===== src/hw/rtl/bce_pkg.sv =====
// Package for the Bezier curve evaluator: types, constants, odd inverse table.
// No dependencies.
`default_nettype none
package bce_pkg;
  localparam int unsigned ONE_Q15 = 32768;

  typedef enum logic [2:0] {
    ST_IDLE,
    ST_TERM,
    ST_WMUL,
    ST_BMUL,
    ST_PMUL,
    ST_DONE
  } bce_state_t;

  typedef struct packed {
    logic init;
    logic wstep;
    logic bstep;
    logic pstep;
    logic next_i;
  } bce_cmd_t;

  typedef logic [15:0][29:0] inv_tbl_t;

  // inverse mod 2^30 of odd o = 2k+1, entry k
  function automatic inv_tbl_t odd_inv_tbl();
    inv_tbl_t tbl;
    logic [63:0] o, x;
    tbl = '0;
    for (int k = 0; k < 16; k++) begin
      o = 64'(2 * k + 1);
      x = o;
      for (int r = 0; r < 5; r++) x = x * (64'd2 - o * x);
      tbl[k] = x[29:0];
    end
    return tbl;
  endfunction

  localparam inv_tbl_t ODD_INV = odd_inv_tbl();
endpackage
`default_nettype wire


===== src/hw/rtl/bce_ctrl.sv =====
// Controller for the Bezier evaluator: sequences weight, binomial and point steps.
// Depends on bce_pkg.
`default_nettype none
module bce_ctrl
  import bce_pkg::*;
#(
  parameter int CW = 5
) (
  input  wire logic          clk,
  input  wire logic          rst_n,
  input  wire logic          go,
  input  wire logic [CW-1:0] n,
  output logic               busy,
  output logic               done,
  output bce_cmd_t           cmd
);
  bce_state_t st_r, st_nxt;
  logic [CW-1:0] i_r, i_nxt, j_r, j_nxt;

  always_ff @(posedge clk) begin
    if (!rst_n) begin
      st_r <= ST_IDLE;
      i_r  <= '0;
      j_r  <= '0;
    end else begin
      st_r <= st_nxt;
      i_r  <= i_nxt;
      j_r  <= j_nxt;
    end
  end

  always_comb begin
    st_nxt = st_r;
    i_nxt  = i_r;
    j_nxt  = j_r;
    cmd    = '0;
    busy   = (st_r != ST_IDLE);
    done   = 1'b0;
    case (st_r)
      ST_IDLE: begin
        if (go) begin
          cmd.init = 1'b1;
          i_nxt    = '0;
          st_nxt   = ST_TERM;
        end
      end
      ST_TERM: begin
        j_nxt  = '0;
        st_nxt = (n == '0) ? ST_BMUL : ST_WMUL;
      end
      ST_WMUL: begin
        cmd.wstep = 1'b1;
        j_nxt     = j_r + 1'b1;
        if (j_r + 1'b1 == n) st_nxt = ST_BMUL;
      end
      ST_BMUL: begin
        cmd.bstep = 1'b1;
        st_nxt    = ST_PMUL;
      end
      ST_PMUL: begin
        cmd.pstep = 1'b1;
        if (i_r == n) begin
          st_nxt = ST_DONE;
        end else begin
          cmd.next_i = 1'b1;
          i_nxt      = i_r + 1'b1;
          st_nxt     = ST_TERM;
        end
      end
      ST_DONE: begin
        done   = 1'b1;
        st_nxt = ST_IDLE;
      end
      default: st_nxt = ST_IDLE;
    endcase
  end
endmodule
`default_nettype wire


===== config.mk =====
export PLATFORM = sky130hd
export DESIGN_NAME = bce_ctrl
export DESIGN_NICKNAME = d
export VERILOG_FILES = /design/src/hw/rtl/bce_pkg.sv /design/src/hw/rtl/bce_ctrl.sv
export SDC_FILE = /design/constraint.sdc
export NUM_CORES = 1
export LEC_CHECK = 0
export ABC_AREA = 0
export BUFFER_PORTS_ARGS = -buffer_cell sky130_fd_sc_hd__buf_2
export CAP_MARGIN = 5
export CORE_ASPECT_RATIO = 1.1
export CORE_MARGIN = 1.5
export CORE_UTILIZATION = 40
export CTS_BUF_LIST = sky130_fd_sc_hd__clkbuf_4
export DETAILED_ROUTE_END_ITERATION = 7
export SYNTH_ARGS = -nofsm -noshare
export SYNTH_HDL_FRONTEND = slang
export SYNTH_SLANG_ARGS = --single-unit

===== constraint.sdc =====
create_clock -name clk -period 1.5 [get_ports clk]
set_input_delay 0.15 -clock clk [delete_from_list [all_inputs] [get_ports clk]]
set_output_delay 0.15 -clock clk [all_outputs]
set_load 0.005 [all_outputs]

After elaboration in Yosys (flattened, before gate mapping):

Cells that the tools add are included.

* word-level logic and storage cells: 38
* bits of input ports: 8
* register bits: 13

* add/subtract/negate cells: 2
* mux-type cells: 16
* equality and inequality tests: 10
* reductions and logical operators: 7

Operators with widths (count)
* $pmux W5 S2: 2
* $pmux W3 S5: 1
* $add A5 B1 Y5 const B: 2
* $eq A5 B5 Y1: 2
* $mux W5: 2
* $mux W3: 3
* $mux W1: 7
* $eq A3 B2 Y1 const B: 2
* $eq A3 B3 Y1 const B: 2
* $ne A2 B2 Y1 const B: 3
* $logic_not A5 Y1: 1
* $reduce_bool A2 Y1: 2
* $eq A3 B1 Y1 const B: 1
* $logic_not A3 Y1: 1
* $reduce_and A3 Y1: 1
* $reduce_bool A3 Y1: 1
* $mux W2: 1
* $reduce_and A2 Y1: 1

Depth between registers and ports, before layout:

* depth in word-level cells: 4
* mapped depth: 6

Worst setup path before layout:

OpenSTA, ideal clock, no wires.

* path kind: register to register
* from: reg j_r[0]
* to: reg st_r[0]
* library setup time: 0.116 ns
* required time: 1.384 ns
* path buffers: 0
* setup slack: -0.051 ns
* data arrival time: 1.435 ns
* stages on the path, launching flop included: 6
* cell sequence: dfxtp_1 > ha_1 > and3b_1 > or3_1 > a31o_1 > o211a_1

* longest elaborated chain between the ends: 4

RTL lines
* start, declared: RTL line bce_ctrl.sv:18 `logic [CW-1:0] i_r, i_nxt, j_r, j_nxt;`
* start signal, assigned: RTL line bce_ctrl.sv:28 `j_r <= j_nxt;`
* $add A5 B1 Y5: RTL line bce_ctrl.sv:54 `if (j_r + 1'b1 == n) st_nxt = ST_BMUL;`
* $eq A5 B5 Y1: RTL line bce_ctrl.sv:54
* $ne A2 B2 Y1 (no source line)
* $reduce_and A2 Y1 (no source line)
* end signal, assigned: RTL line bce_ctrl.sv:26 `st_r <= st_nxt;`
* end, declared: RTL line bce_ctrl.sv:17 `bce_state_t st_r, st_nxt;`

Every way passes these cells.
A chain may end at the register's enable or synchronous reset.

Worst setup path in the final report:

* from: reg st_r[2]
* to: reg st_r[0]

* longest elaborated chain between the ends: 3
* elaborated cells on any way between the ends: 9
* classes of those cells: eq/ne: 6; mux: 1; reduce/logical: 2

RTL lines
* $eq A3 B2 Y1 / $logic_not A3 Y1 (equally long branches): RTL line bce_ctrl.sv:39 `case (st_r)`
* $ne A2 B2 Y1 (no source line)
* $reduce_and A2 Y1 (no source line)

Several ways; a longest one is shown, not always the timed one.

==> out/metrics.cfg <==
[routing]
drt_iter0_drc = 5
routedWlPerCell_um = 13.20
vias_per_cell = 5.289
ant_nets = 0
vias = 878
drc = 0
drt_wl_total_mm = 2.191
drt_first_pass_iters = 4

[yosys]
synth_edf_count = 0
synth-main-ff-cell = dfxtp_1
synth.cell_area_um2 = 935.9
synth_top_area_share_pct = 27.81
yosysTopAreaCell = dfxtp_1
yosysUniqueCellTypes = 38
ys_ff_latch = 13
postSynthCellCount = 114
avgSynthCellArea_um2 = 8.210
syn_nets = 124
synth.most_common_cell = dfxtp_1
synth.area.top_cells = dfxtp_1 (28%), xor2_1 (6.6%), and2_1 (5.3%), mux2i_1 (5.3%), xnor2_1 (3.7%)
netlist_top_cells_count = dfxtp_1 (13), and2_1 (8), xor2_1 (7)
yosysSeqAreaShare_pct = 27.81
async_flop_share_pct = 0
synth_warnings = 0

[clock_tree]
cts_htree_levels = 1
tritoncts = done
cts.sinks = 13
cts_max_path_buffers = 2
cts.clk_slew.worst_paths_ns = 0.08
clk_latency_ns = 0.27
cts_root_buf = clkbuf_4
cts-buffers-inserted = 3

[placement]
post-dp-hpwl_mm = 1.534
port_buffers = 14
gp_congestion = 0.7143

[floorplan]
die_y_um = 53.73
rows = 18
core-area_mm2 = 0.002230
ios = 15
die_area_mm2 = 0.002639
die_x_um = 49.12
initial_utilization_pct = 41.98

[sta]
fin_worst_skew_ns = 0.004887
hold-worst-slack_ns = 0.2306
period_minus_slack_ns = 1.516
hold_violations = 0
drv_slew = 0
worstMarginPinSlew_ns = 0.2980
setup_viol = 1
min_period_over_period_pct = 101.1
max_clock_freq_mhz = 659.4
rsz0062_at_grt = yes
slew_headroom_pct = 80.07
worst_slack_ns = -0.01642

[global_routing]
grt-ovfl-total = 0
grt.total_usage_pct = 17.23
grt_pass1_wl_mm = 3.401
grt_pass1_vias = 781
antenna_found_initial = 0
grt_max_degree = 18

[pwr]
powerDensity_mw_per_mm2 = 1140
ir_drop_v = 0.001215
total_power_mw = 1.378
p_leak_nw = 0.4981

[setup_path]
end_kind = register
worstPathMaxFanout = 4
cp-startpoint = st_r[2]
r2r_start = st_r[2]
critPathArrivalTime_ns = 1.73
reg2reg_depth = 4
crit_end = st_r[0]
r2r-end = st_r[0]
start_kind = register
reg2reg_slack_ns = -0.02
cp.required_ns = 1.71
crit_type = register to register

[final_layout]
syn_to_final_growth_pct = 29.14
finalNetCount = 147
diodes = 0
drive_gt1_share_pct = 34.56
seqCellArea_um2 = 276.5
fillerInstances = 216
multiInputGateArea_um2 = 675.6

[worst_hold_path]
hold_path_class = input port to register

[run_status]
status = complete, but fails checks
violations = setup timing

[job]
cap_viol_max_count = 0

-- metrics by stage --
| stage | instances | area (µm²) | setup TNS (ns) | setup WS, ns | utilization (%) |
|---|---|---|---|---|---|
| after floorplan | 114 | 939.7 | 0 | 0.01006 | - |
| after global placement | 160 | 1089 | 0 | 0.03657 | 48.82 |
| after detailed placement | 160 | 1089 | 0 | 0.0006111 | 48.82 |
| after CTS | 165 | 1176 | -0.01577 | -0.01355 | 52.75 |
| after global routing | 166 | 1209 | -0.2021 | -0.05933 | 54.21 |
| final | 166 | 1209 | -0.01642 | -0.01642 | 54.21 |
-- critical path: stages (launching register included) --
cell and delay, ns:
dfxtp_4 0.36, or4_4 0.52, o31a_1 0.26, o22ai_1 0.16
o211a_1 0.16
-- cell usage in the layout, fill, tap and decap left out, types with 2 or more instances in the layout --
| cell type | n |
|---|---|
| nor2b_1 | 2 |
| and3b_1 | 2 |
| o21ai_0 | 3 |
| a41oi_1 | 2 |
| nand4_1 | 2 |
| nand2b_1 | 4 |
| nand3_1 | 3 |
| nor4_1 | 2 |
| nand2_1 | 6 |
| buf_2 | 13 |
| dfxtp_2 | 4 |
| dfxtp_4 | 3 |
| a21oi_1 | 6 |
| clkbuf_4 | 4 |
| buf_6 | 4 |
| xor2_1 | 7 |
| nor3b_1 | 2 |
| inv_1 | 2 |
| a21boi_1 | 3 |
| mux2i_1 | 5 |
| nor2_1 | 2 |
| o21ai_1 | 4 |
| and2_1 | 8 |
| o22ai_1 | 3 |
| dfxtp_1 | 6 |
| xnor2_1 | 4 |
| buf_4 | 9 |
-- cell families (layout without fill, tap and decap cells) --
logic type,after synthesis,after routing,share of synthesized area (%)
and+or+nand+nor,44,44,29.28
AOI/OAI and AO/OA,28,28,19.79
DFF,13,13,27.81
xor gates and xnor gates,11,11,10.29
buffers and inverters,11,33,4.812
muxes,5,5,5.348
adders and majority gates,2,2,2.673
-- worst min path at each step --
stage	startpoint	end	slack (ns)	depth (start not counted)
after floorplan	go	st_r[0]	0.40	2
after global placement	i_r[4]	i_r[4]	0.47	2
after detailed placement	i_r[4]	i_r[4]	0.49	2
after CTS	go	st_r[0]	0.22	3
after global routing	rst_n	j_r[4]	0.22	2
final	rst_n	j_r[3]	0.23	2
-- repair_timing --
action	in CTS	in global routing
gates cloned	0	0
endpoints found under the setup margin	4	7
pin swaps	3	1
endpoints found under the hold margin	0	0
setup buffers	2	1
resized for setup	16	7
hold buffers	0	0
-- power by group --
| part | switching [mW] | internal [mW] | leakage (nW) |
|---|---|---|---|
| clock | 0.115 | 0.121 | 0.0184 |
| combinational | 0.332 | 0.363 | 0.370 |
| sequential | 0.0454 | 0.401 | 0.109 |
-- per-layer routing --
layer / vias up / wire [µm] / GRT usage [%]
li1: 458 / - / -
met1: 410 / 1024 / 20.61
met2: 8 / 1109 / 31.08
met3: 2 / 46 / 3.611
met4: 0 / 10 / 5.714
met5: - / 0 / 0
-- flip-flops by register name, indices dropped and copies added, names as in the netlist --
signal  cells
i_r         5
j_r         5
st_r        3
-- final cells by class --
class                           instances  area share, %
Inverter                                3         0.9317
Sequential cell                        13          22.88
Clock buffer                            4          2.484
Tap cell                               30          3.106
Timing Repair Buffer                   26          14.70
Multi-Input combinational cell         90          55.90
No activity file was read; power rests on OpenSTA's default activity.
